[src/fpr_pkg.sv]
package fpr_pkg;

  // Default sizes
  localparam int FRAME_BYTES_DEF = 64;
  localparam int SLOT_COUNT_DEF  = 8;

  // Configuration register indexes
  localparam logic [1:0] REG_START_MARKER = 2'd0;
  localparam logic [1:0] REG_END_MARKER   = 2'd1;
  localparam logic [1:0] REG_MAX_PAYLOAD  = 2'd2;
  localparam logic [1:0] REG_GAP_TIMEOUT  = 2'd3;

  localparam int CFG_INDEX_W = 2;
  localparam int CFG_DATA_W  = 16;

  // Register reset values
  localparam logic [7:0]  START_MARKER_RST = 8'd170;
  localparam logic [7:0]  END_MARKER_RST   = 8'd85;
  localparam logic [5:0]  MAX_PAYLOAD_RST  = 6'd59;
  localparam logic [15:0] GAP_TIMEOUT_RST  = 16'd1000;

  // Input operation codes
  localparam logic OP_BYTE = 1'b0;
  localparam logic OP_TICK = 1'b1;

  // Result event codes
  localparam logic [1:0] EV_END_CLOSE     = 2'd0;
  localparam logic [1:0] EV_TIMEOUT_CLOSE = 2'd1;
  localparam logic [1:0] EV_OVERFLOW      = 2'd2;
  localparam logic [1:0] EV_BAD_LENGTH    = 2'd3;

  // Packet constants
  localparam logic [7:0]  EMERGENCY_CMD = 8'd25;
  localparam logic [1:0]  ACTION_KIND   = 2'b10;
  localparam logic [15:0] IDLE_MAX      = 16'hFFFF;

  typedef struct packed {
    logic [7:0]  start_marker;
    logic [7:0]  end_marker;
    logic [5:0]  max_payload;
    logic [15:0] gap_timeout;
  } cfg_t;

  typedef struct packed {
    logic [1:0] event_res;
    logic [2:0] slot;
    logic [7:0] packet_type;
    logic [7:0] payload_len;
    logic [7:0] command_byte;
    logic       checksum_ok;
    logic       emergency;
  } result_t;

endpackage

[src/fpr_cfg_regs.sv]
module fpr_cfg_regs
  import fpr_pkg::*;
(
  input  logic                   clk,
  input  logic                   rst,
  input  logic                   wr_en,
  input  logic [CFG_INDEX_W-1:0] wr_index,
  input  logic [CFG_DATA_W-1:0]  wr_data,
  output cfg_t                   cfg
);

  // Write the addressed register, truncated to its width
  always_ff @(posedge clk) begin
    if (rst) begin
      cfg.start_marker <= START_MARKER_RST;
      cfg.end_marker   <= END_MARKER_RST;
      cfg.max_payload  <= MAX_PAYLOAD_RST;
      cfg.gap_timeout  <= GAP_TIMEOUT_RST;
    end else if (wr_en) begin
      case (wr_index)
        REG_START_MARKER: cfg.start_marker <= wr_data[7:0];
        REG_END_MARKER:   cfg.end_marker   <= wr_data[7:0];
        REG_MAX_PAYLOAD:  cfg.max_payload  <= wr_data[5:0];
        REG_GAP_TIMEOUT:  cfg.gap_timeout  <= wr_data[15:0];
        default: ;
      endcase
    end
  end

endmodule

[src/fpr_in_stage.sv]
module fpr_in_stage
  import fpr_pkg::*;
(
  input  logic       clk,
  input  logic       rst,
  input  logic       s_tvalid,
  output logic       s_tready,
  input  logic       s_op,
  input  logic [7:0] s_byte,
  input  logic       advance,
  output logic       in_valid,
  output logic       in_op,
  output logic [7:0] in_byte
);

  logic load;

  // Take a new transaction when nothing is held or the held one moves on
  assign s_tready = !in_valid || advance;
  assign load     = s_tvalid && s_tready;

  always_ff @(posedge clk) begin
    if (rst) begin
      in_valid <= 1'b0;
    end else if (load) begin
      in_valid <= 1'b1;
    end else if (advance) begin
      in_valid <= 1'b0;
    end
  end

  // Hold the payload until the deframer takes it
  always_ff @(posedge clk) begin
    if (load) begin
      in_op   <= s_op;
      in_byte <= s_byte;
    end
  end

endmodule

[src/fpr_deframer.sv]
module fpr_deframer
  import fpr_pkg::*;
#(
  parameter int FRAME_BYTES = FRAME_BYTES_DEF,
  parameter int SLOT_COUNT  = SLOT_COUNT_DEF
)(
  input  logic       clk,
  input  logic       rst,
  input  cfg_t       cfg,
  input  logic       advance,
  input  logic       in_op,
  input  logic [7:0] in_byte,
  output logic       res_valid,
  output result_t    res
);

  localparam int POS_W  = $clog2(FRAME_BYTES + 1);
  localparam int SLOT_W = (SLOT_COUNT > 1) ? $clog2(SLOT_COUNT) : 1;

  logic              receiving, receiving_next;
  logic [POS_W-1:0]  byte_position, byte_position_next;
  logic [7:0]        held_type, held_type_next;
  logic [7:0]        held_length, held_length_next;
  logic [7:0]        held_command, held_command_next;
  logic [7:0]        running_sum, running_sum_next;
  logic [7:0]        held_checksum, held_checksum_next;
  logic [15:0]       idle_count, idle_count_next;
  logic [SLOT_W-1:0] write_slot, write_slot_next;

  logic              closed;
  logic [8:0]        idx_ext;
  logic [8:0]        check_pos;
  logic [SLOT_W+2:0] slot_ext;

  assign idx_ext   = 9'(byte_position);
  assign check_pos = 9'(held_length_next) + 9'd3;
  assign slot_ext  = {3'b000, write_slot};

  // Work out the next state and the result for the held transaction
  always_comb begin
    receiving_next     = receiving;
    byte_position_next = byte_position;
    held_type_next     = held_type;
    held_length_next   = held_length;
    held_command_next  = held_command;
    running_sum_next   = running_sum;
    held_checksum_next = held_checksum;
    idle_count_next    = idle_count;
    write_slot_next    = write_slot;
    res_valid          = 1'b0;
    closed             = 1'b0;
    res.event_res      = EV_END_CLOSE;
    res.emergency      = 1'b0;

    if (in_op == OP_TICK) begin
      // Count idle time, close an open packet on timeout
      if (idle_count != IDLE_MAX) begin
        idle_count_next = idle_count + 16'd1;
      end
      if (receiving && (idle_count_next >= cfg.gap_timeout)) begin
        res_valid     = 1'b1;
        closed        = 1'b1;
        res.event_res = EV_TIMEOUT_CLOSE;
      end
    end else begin
      idle_count_next = '0;
      if (in_byte == cfg.start_marker) begin
        // Restart the packet
        receiving_next     = 1'b1;
        byte_position_next = POS_W'(1);
        held_type_next     = '0;
        held_length_next   = '0;
        held_command_next  = '0;
        running_sum_next   = '0;
        held_checksum_next = '0;
      end else if (receiving) begin
        if (byte_position >= POS_W'(FRAME_BYTES)) begin
          // Drop on frame overflow
          res_valid     = 1'b1;
          res.event_res = EV_OVERFLOW;
        end else begin
          byte_position_next = byte_position + POS_W'(1);
          if (idx_ext == 9'd1) begin
            held_type_next   = in_byte;
            running_sum_next = running_sum + in_byte;
          end else if (idx_ext == 9'd2) begin
            held_length_next = in_byte;
            running_sum_next = running_sum + in_byte;
          end else begin
            if (idx_ext == 9'd3) begin
              held_command_next = in_byte;
            end
            if (idx_ext < check_pos) begin
              running_sum_next = running_sum + in_byte;
            end else if (idx_ext == check_pos) begin
              held_checksum_next = in_byte;
            end
          end
          // Length limit first, then the end byte
          if (idx_ext >= 9'd2) begin
            if (held_length_next > {2'b00, cfg.max_payload}) begin
              res_valid     = 1'b1;
              res.event_res = EV_BAD_LENGTH;
            end else if (in_byte == cfg.end_marker) begin
              res_valid     = 1'b1;
              closed        = 1'b1;
              res.event_res = EV_END_CLOSE;
              res.emergency = (held_type_next[2:1] == ACTION_KIND) &&
                              (held_command_next == EMERGENCY_CMD);
            end
          end
        end
      end
    end

    if (res_valid) begin
      receiving_next     = 1'b0;
      byte_position_next = '0;
      if (closed) begin
        write_slot_next = (32'(write_slot) + 32'd1 >= 32'(SLOT_COUNT)) ?
                          '0 : write_slot + SLOT_W'(1);
      end
    end

    res.slot         = slot_ext[2:0];
    res.packet_type  = held_type_next;
    res.payload_len  = held_length_next;
    res.command_byte = held_command_next;
    res.checksum_ok  = closed && (running_sum_next == held_checksum_next);
  end

  // Advance the state when the transaction moves on
  always_ff @(posedge clk) begin
    if (rst) begin
      receiving     <= 1'b0;
      byte_position <= '0;
      held_type     <= '0;
      held_length   <= '0;
      held_command  <= '0;
      running_sum   <= '0;
      held_checksum <= '0;
      idle_count    <= '0;
      write_slot    <= '0;
    end else if (advance) begin
      receiving     <= receiving_next;
      byte_position <= byte_position_next;
      held_type     <= held_type_next;
      held_length   <= held_length_next;
      held_command  <= held_command_next;
      running_sum   <= running_sum_next;
      held_checksum <= held_checksum_next;
      idle_count    <= idle_count_next;
      write_slot    <= write_slot_next;
    end
  end

endmodule

[src/fpr_result_fifo.sv]
module fpr_result_fifo
  import fpr_pkg::*;
(
  input  logic    clk,
  input  logic    rst,
  input  logic    push,
  input  result_t push_res,
  output logic    room,
  output logic    m_valid,
  input  logic    m_ready,
  output result_t m_res
);

  result_t    entries [2];
  logic       wr_ptr;
  logic       rd_ptr;
  logic [1:0] count;
  logic       pop;

  assign pop     = m_valid && m_ready;
  assign m_valid = (count != 2'd0);
  assign room    = (count != 2'd2) || m_ready;
  assign m_res   = entries[rd_ptr];

  // Track pointers and fill level
  always_ff @(posedge clk) begin
    if (rst) begin
      wr_ptr <= 1'b0;
      rd_ptr <= 1'b0;
      count  <= 2'd0;
    end else begin
      if (push) begin
        wr_ptr <= !wr_ptr;
      end
      if (pop) begin
        rd_ptr <= !rd_ptr;
      end
      case ({push, pop})
        2'b10:   count <= count + 2'd1;
        2'b01:   count <= count - 2'd1;
        default: count <= count;
      endcase
    end
  end

  // Store the result
  always_ff @(posedge clk) begin
    if (push) begin
      entries[wr_ptr] <= push_res;
    end
  end

endmodule

[src/framed_packet_receiver_top.sv]
// Channel  Direction  Signals                          Contents
// s_       in         s_tvalid s_tready s_tdata s_tuser received byte or microsecond tick
// m_       out        m_tvalid m_tready m_tdata m_tuser one result per closed or dropped packet
// wr_      in         wr_en wr_index wr_data            configuration writes
//
// One transaction per cycle is taken, sustained while the result queue has room; a result passes
// from its input transaction through the input register, then deframer logic, into the result queue.
// rst is synchronous and clears all control state at once; no clearing pass is needed.
// The result queue holds two results: input keeps flowing while a result waits, and
// stops only once both entries are full and m_tready is low.
module framed_packet_receiver_top
  import fpr_pkg::*;
#(
  parameter int FRAME_BYTES = FRAME_BYTES_DEF,
  parameter int SLOT_COUNT  = SLOT_COUNT_DEF
)(
  input  logic                   clk,
  input  logic                   rst,
  input  logic                   s_tvalid,
  output logic                   s_tready,
  input  logic [7:0]             s_tdata,   // [7:0] rx_byte
  input  logic                   s_tuser,   // [0] operation
  output logic                   m_tvalid,
  input  logic                   m_tready,
  output logic [31:0]            m_tdata,   // [2:0] slot, [10:3] packet_type,
                                            // [18:11] payload_len, [26:19] command_byte,
                                            // [27] checksum_ok, [28] emergency, [31:29] zero
  output logic [1:0]             m_tuser,   // [1:0] event_res
  input  logic                   wr_en,
  input  logic [CFG_INDEX_W-1:0] wr_index,
  input  logic [CFG_DATA_W-1:0]  wr_data
);

  cfg_t       cfg;
  logic       in_valid;
  logic       in_op;
  logic [7:0] in_byte;
  logic       advance;
  logic       room;
  logic       res_valid;
  result_t    res;
  result_t    out_res;

  assign advance = in_valid && room;

  fpr_cfg_regs u_cfg (
    .clk      (clk),
    .rst      (rst),
    .wr_en    (wr_en),
    .wr_index (wr_index),
    .wr_data  (wr_data),
    .cfg      (cfg)
  );

  fpr_in_stage u_in (
    .clk      (clk),
    .rst      (rst),
    .s_tvalid (s_tvalid),
    .s_tready (s_tready),
    .s_op     (s_tuser),
    .s_byte   (s_tdata),
    .advance  (advance),
    .in_valid (in_valid),
    .in_op    (in_op),
    .in_byte  (in_byte)
  );

  fpr_deframer #(
    .FRAME_BYTES (FRAME_BYTES),
    .SLOT_COUNT  (SLOT_COUNT)
  ) u_deframer (
    .clk       (clk),
    .rst       (rst),
    .cfg       (cfg),
    .advance   (advance),
    .in_op     (in_op),
    .in_byte   (in_byte),
    .res_valid (res_valid),
    .res       (res)
  );

  fpr_result_fifo u_fifo (
    .clk      (clk),
    .rst      (rst),
    .push     (advance && res_valid),
    .push_res (res),
    .room     (room),
    .m_valid  (m_tvalid),
    .m_ready  (m_tready),
    .m_res    (out_res)
  );

  // Pack the result fields
  assign m_tuser = out_res.event_res;
  assign m_tdata = {3'b000, out_res.emergency, out_res.checksum_ok, out_res.command_byte,
                    out_res.payload_len, out_res.packet_type, out_res.slot};

  // Emergency is raised only by an end-byte close
  a_emergency_end: assert property (@(posedge clk) disable iff (rst)
    (m_tvalid && out_res.emergency) |-> (out_res.event_res == EV_END_CLOSE))
    else $error("emergency flag on a result not closed by the end byte");

  // Dropped packets never report a good checksum
  a_drop_no_checksum: assert property (@(posedge clk) disable iff (rst)
    (m_tvalid && ((out_res.event_res == EV_OVERFLOW) ||
                  (out_res.event_res == EV_BAD_LENGTH))) |-> !out_res.checksum_ok)
    else $error("dropped packet reports a valid checksum");

  // Input is open right after reset
  a_ready_after_reset: assert property (@(posedge clk)
    $past(rst) |-> s_tready)
    else $error("input not ready after reset");

endmodule

[config.mk]
export PLATFORM = sky130hd
export DESIGN_NAME = framed_packet_receiver_top
export DESIGN_NICKNAME = d
export VERILOG_FILES = /design/src/fpr_pkg.sv /design/src/fpr_cfg_regs.sv /design/src/fpr_in_stage.sv /design/src/fpr_deframer.sv /design/src/fpr_result_fifo.sv /design/src/framed_packet_receiver_top.sv
export SDC_FILE = /design/constraint.sdc
export NUM_CORES = 1
export LEC_CHECK = 0
export CAP_MARGIN = 20
export CORE_ASPECT_RATIO = 1.4
export CORE_MARGIN = 3
export CORE_UTILIZATION = 55
export CTS_CLUSTER_SIZE = 12
export DETAILED_ROUTE_END_ITERATION = 12
export DONT_BUFFER_PORTS = 1
export PLACE_DENSITY_LB_ADDON = 0.2
export RECOVER_POWER = 100
export SLEW_MARGIN = 20
export SYNTH_ARGS = -nofsm -noshare
export SYNTH_HDL_FRONTEND = slang
export SYNTH_SLANG_ARGS = --single-unit
[constraint.sdc]
create_clock -name clk -period 11.4 [get_ports clk]
set_clock_uncertainty 0.1 [all_clocks]
set_input_delay 0.57 -clock clk [delete_from_list [all_inputs] [get_ports clk]]
set_output_delay 0.57 -clock clk [all_outputs]
set_load 0.01 [all_outputs]
# Word-level counts from Yosys, hierarchy flattened
# Memory sizes are Yosys's and may differ from the RTL's. A register that Yosys moved wholly into a read port is not among the register bits.
# Index checks and enable logic that the tools add are counted.
op_classes:
  n_mux: 92
  n_eq_ne: 18
  n_lt_le_gt_ge: 6
  n_addsub: 8
  reduce_logical: 25
op_table:
  columns: ["cell", "count"]
  rows:
  - ["8-bit two-way mux", 45]
  - ["16-bit two-way mux", 3]
  - ["7-bit two-way mux", 5]
  - ["32-bit by 4-bit greater-or-equal comparator with 1-bit output, second input constant", 1]
  - ["1-bit two-way mux", 31]
  - ["8-bit == test", 3]
  - ["16-bit by 1-bit adder with 16-bit output, second input constant", 1]
  - ["16-bit greater-or-equal comparator", 1]
  - ["16-bit inequality test, second input constant", 1]
  - ["7-bit by 2-bit == test with 1-bit output, second input constant", 2]
  - ["2-bit two-way mux", 6]
  - ["8-bit by 2-bit adder with 9-bit output, second input constant", 1]
  - ["7-bit by 9-bit == test with 1-bit output", 1]
  - ["7-bit by 9-bit less-than comparator with 1-bit output", 1]
  - ["8-bit adder", 1]
  - ["2-bit == test, second input constant", 4]
  - ["8-bit by 5-bit == test with 1-bit output, second input constant", 1]
  - ["8-bit by 6-bit > comparator with 1-bit output", 1]
  - ["2-bit AND reduction", 4]
  - ["2-bit nonzero test", 4]
  - ["7-bit by 1-bit adder with 7-bit output, second input constant", 1]
  - ["7-bit by 1-bit == test with 1-bit output, second input constant", 1]
  - ["7-bit by 2-bit greater-or-equal comparator with 1-bit output, second input constant", 1]
  - ["7-bit greater-or-equal comparator, second input constant", 1]
  - ["16 further kinds", 28]
totals:
  memories: 1
  ram_bits: 62
  regBits: 119
  wordCells: 169
mem_list:
  columns: ["name", "depth", "width", "rd", "rd_ports_with_merged_regs", "wr", "line", "rtl"]
  rows:
  - ["u_fifo.entries", 2, 31, 1, 1, 1, "fpr_result_fifo.sv:14", "result_t entries [2];"]

# Depth between registers and ports, before layout
# Gate-level depths: netlist of run 1.
logic_depth:
  depth_word: 23
  mapped_depth: 23
  ltp_nobuf: 21

# Cells and area by module
# Synthesis of run 1 repeated with hierarchy kept, for this count alone.
hier_totals:
  cells_unflattened: 985
  hier_area_um2: 9603.0
by_module_without_submodules:
  columns: ["mod", "n_inst", "cells_each", "area_each_um2"]
  rows:
  - ["fpr_deframer", 1, 689, 5233.8]
  - ["fpr_result_fifo", 1, 120, 2439.8]
  - ["fpr_cfg_regs", 1, 156, 1565.3]
  - ["fpr_in_stage", 1, 14, 325.3]
  - ["framed_packet_receiver_top", 1, 6, 38.8]

# Worst setup path after synthesis of run 1
# Ideal clock, no wire load.
synth_path:
  path_kind: "reg-to-reg"
  startpoint: "register u_deframer.byte_position[1]"
  endpoint: "memory u_fifo.entries[0][0] (netlist name), enable pin"
  setup_slack_ns: 6.103
  path_stages_with_launch: 18
  n_path_buf: 0
  t_arrival_ns: 4.778
  setup_ns: 0.419
  cell_sequence: "dfxtp_1 -> inv_1 -> ha_1 -> or4_4 -> nor2_8 -> mux2i_1 -> inv_1 -> ha_1 -> nor2b_1 -> o21a_1 -> o21a_1 -> o21a_1 -> o31ai_1 -> a21oi_1 -> o41ai_2 -> nor3_1 -> inv_1 -> nor2_1"
synth_via:
  elab_chain_cells: 17
  elab_cells_between_ends: 20
synth_lines:
  columns: ["item", "line", "rtl"]
  rows:
  - ["start, declared", "fpr_deframer.sv:21", "logic [POS_W-1:0] byte_position, byte_position_next;"]
  - ["start signal, assigned", "fpr_deframer.sv:146", "byte_position <= byte_position_next;"]
  - ["7-bit by 2-bit == test with 1-bit output", "fpr_deframer.sv:86", "end else if (idx_ext == 9'd2) begin"]
  - ["8-bit two-way mux", "fpr_deframer.sv:86", null]
  - ["8-bit two-way mux", "fpr_deframer.sv:83", "if (idx_ext == 9'd1) begin"]
  - ["8-bit two-way mux", "fpr_deframer.sv:77", "if (byte_position >= POS_W'(FRAME_BYTES)) begin"]
  - ["8-bit two-way mux", "fpr_deframer.sv:76", "end else if (receiving) begin"]
  - ["8-bit two-way mux", "fpr_deframer.sv:67", "if (in_byte == cfg.start_marker) begin"]
  - ["8-bit two-way mux", "fpr_deframer.sv:55", "if (in_op == OP_TICK) begin"]
  - ["8-bit by 6-bit > comparator with 1-bit output", "fpr_deframer.sv:101", "if (held_length_next > {2'b00, cfg.max_payload}) begin"]
  - ["1-bit two-way mux", "fpr_deframer.sv:101", null]
  - ["1-bit two-way mux", "fpr_deframer.sv:100", "if (idx_ext >= 9'd2) begin"]
  - ["1-bit two-way mux *", "fpr_deframer.sv:77", null]
  - ["1-bit two-way mux *", "fpr_deframer.sv:76", null]
  - ["1-bit two-way mux *", "fpr_deframer.sv:67", null]
  - ["1-bit two-way mux *", "fpr_deframer.sv:55", null]
  - ["1-bit logical AND *", "framed_packet_receiver_top.sv:85", ".push (advance && res_valid),"]
  - ["1-bit two-way mux *", "fpr_result_fifo.sv:48", "if (push) begin"]
  - ["1-bit two-way mux (implied by the code) *", "fpr_result_fifo.sv:49", "entries[wr_ptr] <= push_res;"]
  - ["end, declared", "fpr_result_fifo.sv:14", null]
# Every way passes the cells marked *; elsewhere a longest branch is shown, timed or not. The select of a mux whose other input is x is not followed.

==> results of run 1 <==
[layout make-up]
| class | count | area share |
|---|---|---|
| multi-input combinational | 715 | 0.4666 |
| clock buffer | 18 | 0.04214 |
| inverter | 33 | 0.01216 |
| sequential | 182 | 0.4275 |
| clock inverter | 14 | 0.01609 |
| tap | 232 | 0.02850 |
| timing repair buffer | 12 | 0.007002 |
[state kept, by name, indices dropped and copies added, names as in the netlist, 8 cells and up, named ones only]
| name | count |
|---|---|
| u_deframer.held_checksum | 8 |
| u_in.in_byte | 8 |
| u_deframer.running_sum | 8 |
| u_deframer.idle_count | 16 |
| u_cfg.cfg | 38 |
| u_fifo.entries | 62 |
| u_deframer.held_type | 8 |
| u_deframer.held_command | 8 |
| u_deframer.held_length | 8 |
[kinds of logic (layout without fill, tap and decap cells)]
group,count (synthesis),after routing
xor+xnor,52,52
other cells,1,3
simple gates,373,373
flops,182,182
compound gates,189,189
mux,56,56
fa+ha+maj,42,42
buf+inv,86,77
[layout by cell type (no fill, tap or decap), drive strengths merged, types with 9 or more instances in the layout]
master / instances
inv: 40
a21oi: 53
nand4: 16
xnor2: 44
nand3: 16
o21ai: 17
a22oi: 35
dfxtp: 111
ha: 41
edfxtp: 71
and2: 9
nor3: 27
nand2b: 11
nor2: 109
mux2: 35
clkbuf: 24
nand2: 125
mux2i: 21
a211o: 12
a211oi: 10
a21o: 11
nand3b: 12
[path summary, 6_finish.rpt]
kind / endpoint / depth (start not counted)
worst max-delay path: u_fifo.entries[1][1] / 17
worst min-delay path: u_cfg.cfg[18] / 1
worst max register to register: u_fifo.entries[1][1] / 17
worst min register to register: u_cfg.cfg[18] / 2
[routing by layer]
metal | wire, um | vias to the layer above
li1 | - | 3463
met1 | 8844 | 3365
met2 | 11140 | 208
met3 | 1123 | 54
met4 | 787 | 0
met5 | 0 | -
[metrics by stage]
stage	area (um^2)	std cells	hold WS [ns]	setup slack (ns)	power (mW)
floorplan	9544	983	0.3294	6.103	0.7938
global placement	9694	1174	0.3377	5.895	0.8109
detailed placement	9694	1174	0.3435	5.714	0.8129
CTS	10290	1206	0.08548	5.688	1.408
global route	10180	1206	0.08110	3.618	1.441
finish	10180	1206	0.1000	4.109	1.394
[synthesized netlist by cell type (4+ instances only)]
library cell / n / share of area
a22o_1: 8 / 0.0073
nor4_1: 5 / 0.0033
buf_1: 9 / 0.0035
o21a_1: 7 / 0.0055
nand4_1: 16 / 0.010
mux2_2: 34 / 0.040
buf_2: 6 / 0.0031
ha_1: 41 / 0.054
or2_2: 6 / 0.0039
a211o_1: 12 / 0.011
a21o_1: 11 / 0.0087
inv_1: 32 / 0.013
clkbuf_1: 32 / 0.013
nand2_1: 124 / 0.049
and2_1: 9 / 0.0059
and3_1: 6 / 0.0039
edfxtp_1: 71 / 0.22
nand3b_1: 12 / 0.0094
nand3_1: 15 / 0.0079
nor3b_1: 4 / 0.0031
a211oi_1: 10 / 0.0079
nor2b_1: 8 / 0.0052
nor2_1: 108 / 0.043
o21ai_0: 15 / 0.0079
mux2i_1: 21 / 0.022
a31oi_1: 8 / 0.0052
nand2b_1: 11 / 0.0072
a21oi_1: 52 / 0.027
a22oi_1: 35 / 0.028
xnor2_1: 44 / 0.040
xor2_1: 8 / 0.0073
dfxtp_1: 111 / 0.23
nor3_1: 26 / 0.014
[power by group through the flow]
stage / logic, mW / registers, mW / clock network (mW)
2_1_floorplan: 0.0850 / 0.709 / 0
6_report: 0.0928 / 0.703 / 0.598
3_3_place_gp: 0.0934 / 0.718 / 0
5_1_grt: 0.104 / 0.705 / 0.632
3_5_place_dp: 0.0952 / 0.718 / 0
4_1_cts: 0.0957 / 0.703 / 0.609
==> impl_metrics.tcl, run 1 <==
set metrics [dict create \
    outcome "complete, but fails checks" \
    violations "max-capacitance violations, max-slew violations" \
    hpwl_mm 15.09 \
    die_x_um 117.3 \
    cts_buffers 17 \
    yosysWarnings 0 \
    grt_pass1_vias 6833 \
    power_frac_seq 0.504 \
    cap_violations 5 \
    synth_seq_cells 182 \
    p_sw_frac 0.2432 \
    min-delay-start "rst" \
    gp_congestion 0.9236 \
    rrSetupSlack_ns 4.11 \
    grt_usage 0.2385 \
    p_switching_mw 0.3391 \
    antenna_found_initial 0 \
    drcViolationCount 0 \
    p_per_area_mw_per_mm2 136.9 \
    max_slew_margin -0.6420 \
    use_met2 0.4004 \
    diodes 0 \
    cpMaxStageDelayCell "nor3_1" \
    finalHoldViolCount 0 \
    synth_edf_count 71 \
    pwr-share-clk 0.429 \
    num_vias 7090 \
    clkTransAtPathRegs_ns 0.07 \
    ctsRootBufferMaster "clkbuf_16" \
    drv_slew 151 \
    worstSetupPathType "reg2reg" \
    register_area_mm2 0.004354 \
    postCtsSetupBuffers 0 \
    slowest_delay_ns 1.93 \
    grt_pass1_wl_mm 35.30 \
    hold_class "in2reg" \
    async_flop_share 0 \
    drtIter0Drc 573 \
    viasPerCell 5.879 \
    fp.dieH_um 161.8 \
    p_int_mw 1.055 \
    worst_slew_pin_slew_ns 2.444 \
    start_kind "register" \
    boundaryPins 68 \
    worstSetupStartpoint "u_in.in_byte[1]" \
    fillers 1468 \
    synth_top_family_by_area "simple AND/OR/NAND/NOR gates" \
    timing.final.crit_share 0.6396 \
    r2r_start "u_in.in_byte[1]" \
    postSynthAreaPerCell_um2 9.721 \
    cts_sinks 182 \
    setup_tns_ns 0 \
    rows 56 \
    syn_inst 981 \
    peakVddDrop_mv 0.08585 \
    muxShareOfSynthArea 0.06376 \
    synth-xor-area-share 0.04776 \
    dr.pass1.iters 8 \
    arrival_ns 7.38 \
    areaGrowthSynthToFinish_pct 6.796 \
    cp_max_fo 17 \
    cts_tree "built" \
    fin_util 0.6031 \
    drive_gt1_frac 0.06263 \
    fp.dieArea_mm2 0.01898 \
    max-clock-path-buffers 2 \
    totalWireLength_mm 21.89 \
    setup_viol 0 \
    grt_max_degree 115 \
    synthAdderAreaFrac 0.05589 \
    max_freq_ghz 0.1371 \
    seq_area_frac_synth 0.4566 \
    p_leak_nw 3.749 \
    synth_compound_area_frac 0.1430 \
    multi_input_area_mm2 0.004752 \
    ys.flop_type "dfxtp_1" \
    worst-path-buf-inv 0 \
    synth-simple-area-share 0.1944 \
    grt_busiest_layer "met2" \
    cp_cell_sequence "xnor2_1 -> nand4_1 -> nor3_1 -> nor2_1 -> and2_0 -> or2_2 -> ha_1 -> a21oi_1 -> o21ai_0 -> nor2_1 -> a221o_1 -> nor4_1 -> and4_1 -> a22oi_1 -> xnor2_1 -> nand4_1 -> nor4_1" \
    core_area_mm2 0.01689 \
    hold_buffers 0 \
    rsz0062_at_grt "no" \
    grt_overflow 0 \
    ant_nets 0 \
    synthesis.area_mm2 0.009537 \
    period_needed_ns 7.291 \
    grtUsageMet3 0.04883 \
    worstPathRequired_ns 11.49 \
    synth_cell_types 80 \
    p_comb_frac 0.067 \
    crit_family "simple AND/OR/NAND/NOR gates" \
    portBuffers 0 \
    endpoint_kind "register" \
    initial_utilization 0.5648 \
    final_nets 1035 \
    clkLatencyLatePin_ns 0.43 \
    cts_htree_levels 4 \
    met1_usage 0.2926 \
    cts_resized 0 \
    drt-wirelength-per-cell_um 18.15 \
]
Note: power is estimated with default switching activity, not from simulation.
==> run 2: changes to the inputs <==
ABC_AREA = 1   (was not set)
clock period = 7.4 ns   (was 11.4 ns; I/O delays follow)
==> run 2 against run 1 <==
Effect of this change: the run still ends with max-capacitance violations, max-slew violations left; fmax is 22% higher; total power is 68% higher; non-clock buffer count is 18 higher; combinational power grew to 2.7 times the previous value; die area is 3.8% higher; global-route usage is 1.7 points higher.
==> impl_metrics.tcl, run 2 <==
set metrics [dict create \
    outcome "complete, but fails checks" \
    violations "max-capacitance violations, max-slew violations" \
    worst_slew_pin_slew_ns 3.005 \
    layout_setup_ws_ns 1.400 \
    arrival_ns 6.17 \
    max_slew_margin -1.003 \
    drtIter0Drc 656 \
    syn_inst 1243 \
    seq_area_frac_synth 0.4390 \
    crit_top_cell "nand2_1" \
    final_common_cell "nand2_1" \
    clkTransAtPathRegs_ns 0.07 \
    hpwl_mm 17.28 \
    core_area_mm2 0.01754 \
    drv_slew 152 \
    setup_viol 0 \
    multi_input_area_mm2 0.004666 \
    finalPower_mw 2.348 \
    fp.dieArea_mm2 0.01970 \
    diodes 0 \
    synth_seq_cells 182 \
    async_flop_share 0 \
    fin_util 0.6181 \
    endpoint_kind "register" \
    drive_gt1_frac 0.05873 \
    worstPathRequired_ns 7.57 \
    final_nets 1321 \
    max-clock-path-buffers 2 \
    cts_buffers 17 \
    synth_cell_types 53 \
    finalHoldViolCount 0 \
    p_leak_nw 4.758 \
    yosys-top-cells-area "dfxtp_1 22%, edfxtp_1 21%, nand2_1 9.5%" \
    peakVddDrop_mv 0.1510 \
    worstSetupPathType "reg2reg" \
    die_x_um 119.5 \
    max_freq_ghz 0.1667 \
    gp_congestion 1.001 \
    rsz0062_at_grt "no" \
    period_needed_ns 6.000 \
    clkLatencyLatePin_ns 0.43 \
    place_inst 1443 \
    postPlaceCellArea_mm2 0.01008 \
    top_regs "u_fifo.entries x62, u_cfg.cfg x38, u_deframer.idle_count x16" \
    largest_register_ffs 62 \
    rows 57 \
    rrSetupSlack_ns 1.40 \
    portBuffers 0 \
    r2r_end "u_fifo.entries[1][1]" \
    dr.pass1.iters 5 \
    cpMaxStageDelayCell "nor2_1" \
    most-common-layout-cells "254 x nand2_1, 160 x inv_1, 119 x o21ai_0" \
    grt_max_degree 70 \
    fin_area_mm2 0.01084 \
    cts_htree_levels 4 \
    grt_overflow 0 \
    synth_edf_count 71 \
    register_area_mm2 0.004354 \
    worstSetupStartpoint "u_deframer.receiving" \
    whs_ns 0.008191 \
    holdPathEnd "u_in.in_valid" \
    grt_pass1_wl_mm 39.90 \
    grt_usage 0.2553 \
    totalWireLength_mm 24.64 \
    antenna_found_initial 1 \
    yosysWarnings 0 \
    ys.flop_type "dfxtp_1" \
    drcViolationCount 0 \
    timing.final.crit_share 0.8108 \
    hold_class "in2reg" \
    layoutNonFillerInstCount 1496 \
    cts_sinks 182 \
    place_ws_ns 2.420 \
    postSynthAreaPerCell_um2 7.979 \
    viasPerCell 5.502 \
    ant_nets 0 \
    synth_top_area_frac 0.2240 \
    synthesis.area_mm2 0.009918 \
    largest-register "u_fifo.entries" \
    yosys-top-cells-count "251 x nand2_1, 156 x inv_1, 118 x o21ai_0" \
    yosysTopAreaCell "dfxtp_1" \
    areaGrowthSynthToFinish_pct 9.336 \
    drt-wirelength-per-cell_um 16.47 \
    fp.dieH_um 164.9 \
    initial_utilization 0.5653 \
    min-delay-start "s_tvalid" \
    cts_tree "built" \
    cp_max_fo 19 \
    setup_tns_ns 0 \
    p_per_area_mw_per_mm2 216.5 \
    r2r_start "u_deframer.receiving" \
    grt_pass1_vias 7737 \
    start_kind "register" \
    min_path_cells 2 \
    synth_most_common_cell "nand2_1" \
    boundaryPins 68 \
    ctsRootBufferMaster "clkbuf_16" \
    cap_violations 3 \
    fillers 1602 \
    ff2ff_path_depth 29 \
    num_vias 8231 \
    slowest_delay_ns 0.74 \
]
==> run 2: cells by family (layout without fill, tap and decap cells) <==
logic type	Yosys count	after routing	share of synthesized area
adders and majority gates	42	42	0.05374
xor gates and xnor gates	33	33	0.02914
other	1	3	0.0003781
buffers and inverters	213	228	0.08515
and+or+nand+nor	472	472	0.2126
DFF	182	182	0.4390
muxes	31	31	0.03520
AOI/OAI and AO/OA	269	269	0.1448
==> run 2: power breakdown <==
part	leakage [nW]	total, mW	switching [mW]	internal, mW
Sequential	1.58	1.10	0.0285	1.08
Combinational	2.88	0.249	0.162	0.0870
Clock	0.308	0.994	0.416	0.578
Total	4.76	2.35	0.606	1.74
==> run 2: worst max-delay path, delay by kind of cell (launching register included) <==
family / cells / cell delay, ns
simple gates: 22 / 3.90
xor+xnor: 1 / 0.16
flops: 1 / 0.35
buf+inv: 4 / 0.76
compound gates: 1 / 0.27
fa+ha+maj: 1 / 0.31
==> run 2: metal layers <==
layer	GRT usage	wire (um)
met2	0.4334	11890
met4	0.1162	998
met5	0	13
met3	0.04214	1231
met1	0.3202	10500
==> run 2: worst max path at each step <==
stage	endpoint	cells past startpoint	slack, ns
after detailed placement	u_fifo.entries[1][1]	29	2.42
after global routing	u_fifo.entries[1][1]	29	0.90
after floorplan	u_fifo.entries[1][0]	24	2.81
after global placement	u_fifo.entries[0][1]	25	2.51
after CTS	u_fifo.entries[1][1]	29	2.42
final	u_fifo.entries[1][1]	29	1.40
==> run 2: timing repair <==
action,CTS,global route
hold buffers,21,0
setup buffers,0,0
endpoints found under the hold margin,70,0
gates resized for setup,0,0
==> run 2: cell type report <==
| type | count | share of cell area |
|---|---|---|
| clock inverter | 14 | 0.01961 |
| multi-input combinational | 850 | 0.4303 |
| tap | 236 | 0.02723 |
| timing repair buffer | 30 | 0.02435 |
| clock buffer | 18 | 0.03958 |
| inverter | 166 | 0.05746 |
| sequential | 182 | 0.4015 |
==> run 3: changes to the inputs <==
clock period = 5.2 ns   (was 7.4 ns; I/O delays follow)
==> run 3 against run 2 <==
Effect of this change: the run still ends with max-capacitance violations, max-slew violations left; sequential power grew 43%; via count shrank 0.11%; register-to-register slack lost 0.90 ns; global-route usage shrank 0.95 points; die area is the same.
==> impl_metrics.tcl, run 3 (synthesis gave the netlist of run 2 again) <==
set metrics [dict create \
    totalWireLength_mm 23.60 \
    boundaryPins 68 \
    worst-path-buf-inv 4 \
    portBuffers 0 \
    hold_class "in2reg" \
    wl_met1_mm 10.09 \
    cts_htree_levels 4 \
    viasPerCell 5.459 \
    worstSetupStartpoint "u_in.in_byte[6]" \
    hpwl_mm 16.91 \
    slowest_delay_ns 0.57 \
    rsz0062_at_grt "no" \
    timing.final.crit_share 0.9031 \
    period_needed_ns 4.696 \
    ff2ff_path_depth 31 \
    cts_buffers 17 \
    r2r_end "u_fifo.entries[1][1]" \
    worstSetupPathType "reg2reg" \
    final_nets 1331 \
    gp_congestion 1.008 \
    core_area_mm2 0.01754 \
    ctsRootBufferMaster "clkbuf_16" \
    critPathCapture "u_fifo.entries[1][1]" \
    top_layer "met4" \
    grt_pass1_wl_mm 38.87 \
    r2r_start "u_in.in_byte[6]" \
    cpMaxStageDelayCell "edfxtp_1" \
    cts_tree "built" \
    max_freq_ghz 0.2129 \
    largest-register "u_fifo.entries" \
    ant_nets 0 \
    worst_slew_pin_slew_ns 2.882 \
    cap_violations 3 \
    min-delay-start "wr_index[0]" \
    drtIter0Drc 670 \
    cts_resized 0 \
    grt_max_degree 69 \
    register_area_mm2 0.004354 \
    dr.pass1.iters 5 \
    start_kind "register" \
    p_per_area_mw_per_mm2 290.6 \
    endpoint_kind "register" \
    grt_overflow 0 \
    clkLatencyLatePin_ns 0.43 \
    finalPower_mw 3.164 \
    multi_input_area_mm2 0.004690 \
    fp.dieArea_mm2 0.01970 \
    max-clock-path-buffers 2 \
    finalHoldViolCount 0 \
    fp.dieH_um 164.9 \
    cp_max_fo 15 \
    drcViolationCount 0 \
    max_slew_margin -0.9212 \
    die_x_um 119.5 \
    worstPathRequired_ns 5.39 \
    drive_gt1_frac 0.06693 \
    violations "max-capacitance violations, max-slew violations" \
    top_regs "u_fifo.entries x62, u_cfg.cfg x38, u_deframer.idle_count x16" \
    grt_pass1_vias 7884 \
    drt-wirelength-per-cell_um 15.67 \
    diodes 0 \
    p_leak_nw 4.764 \
    crit_cells 31 \
    antenna_found_initial 0 \
    largest_register_ffs 62 \
    setup_viol 0 \
    areaGrowthSynthToFinish_pct 9.776 \
    initial_utilization 0.5653 \
    drv_slew 150 \
    route.met2.wl_mm 11.70 \
    cts_sinks 182 \
    crit_top_cell "nand2_1" \
    setup_tns_ns 0 \
    most-common-layout-cells "254 x nand2_1, 159 x inv_1, 121 x o21ai_0" \
    grt_usage 0.2458 \
    clkTransAtPathRegs_ns 0.07 \
    peakVddDrop_mv 0.2137 \
    num_vias 8222 \
    fillers 1603 \
    routed-wl-met3_um 986 \
    final_common_cell "nand2_1" \
    crit_family "simple AND/OR/NAND/NOR gates" \
    rows 57 \
    arrival_ns 4.88 \
    outcome "complete, but fails checks" \
    rrSetupSlack_ns 0.50 \
]
run 3: worst min-delay path by stage:
stage	end	slack (ns)	cells after the start
6_report	u_cfg.cfg[31]	0.009	2
3_5_place_dp	u_deframer.idle_count[7]	0.24	1
3_3_place_gp	u_deframer.idle_count[6]	0.24	1
5_1_grt	u_cfg.cfg[35]	0.03	2
4_1_cts	u_cfg.cfg[24]	0.006	2
2_1_floorplan	u_in.in_byte[0]	0.26	0
run 3: per-stage QoR:
stage | util | setup slack, ns | cells | hold slack (ns) | instance area, um^2
2_1_floorplan | - | 0.6063 | 1245 | 0.2589 | 9926
5_1_grt | 0.6206 | 0.06736 | 1506 | 0.02590 | 10890
6_report | 0.6206 | 0.5039 | 1506 | 0.009324 | 10890
3_3_place_gp | 0.5755 | 0.7292 | 1446 | 0.2425 | 10100
4_1_cts | 0.6243 | 0.6402 | 1506 | 0.006203 | 10950
3_5_place_dp | 0.5755 | 0.6614 | 1446 | 0.2446 | 10100
run 3: worst register-to-register path: cells and delay by family (launching register included):
kind | cells | cell delay [ns]
simple gates | 24 | 2.96
flops | 1 | 0.57
buf+inv | 4 | 0.34
fa+ha+maj | 1 | 0.26
compound gates | 1 | 0.18
xor+xnor | 1 | 0.16
run 3: timing repair:
| item | 4_1_cts | 5_1_grt |
|---|---|---|
| endpoints found under the hold margin | 95 | 0 |
| hold buffers | 28 | 0 |
| buffers inserted | 0 | 0 |
run 3: metal layers:
metal / track usage / vias up
li1: - / 4145
met1: 0.2926 / 3808
met2: 0.4416 / 215
met3: 0.03392 / 54
met4: 0.1100 / 0
met5: 0 / -
run 3: final cells by class:
cell class,instances,share of cell area
sequential,182,0.3999
timing repair buffer,40,0.03379
tap,236,0.02712
multi-input combinational,850,0.4307
clock inverter,15,0.01218
clock buffer,17,0.03907
inverter,166,0.05723
run 3: report_power, final:
group	switching (mW)	internal, mW
clock	0.601	0.632
sequential	0.0376	1.53
combinational	0.232	0.130
total	0.871	2.29
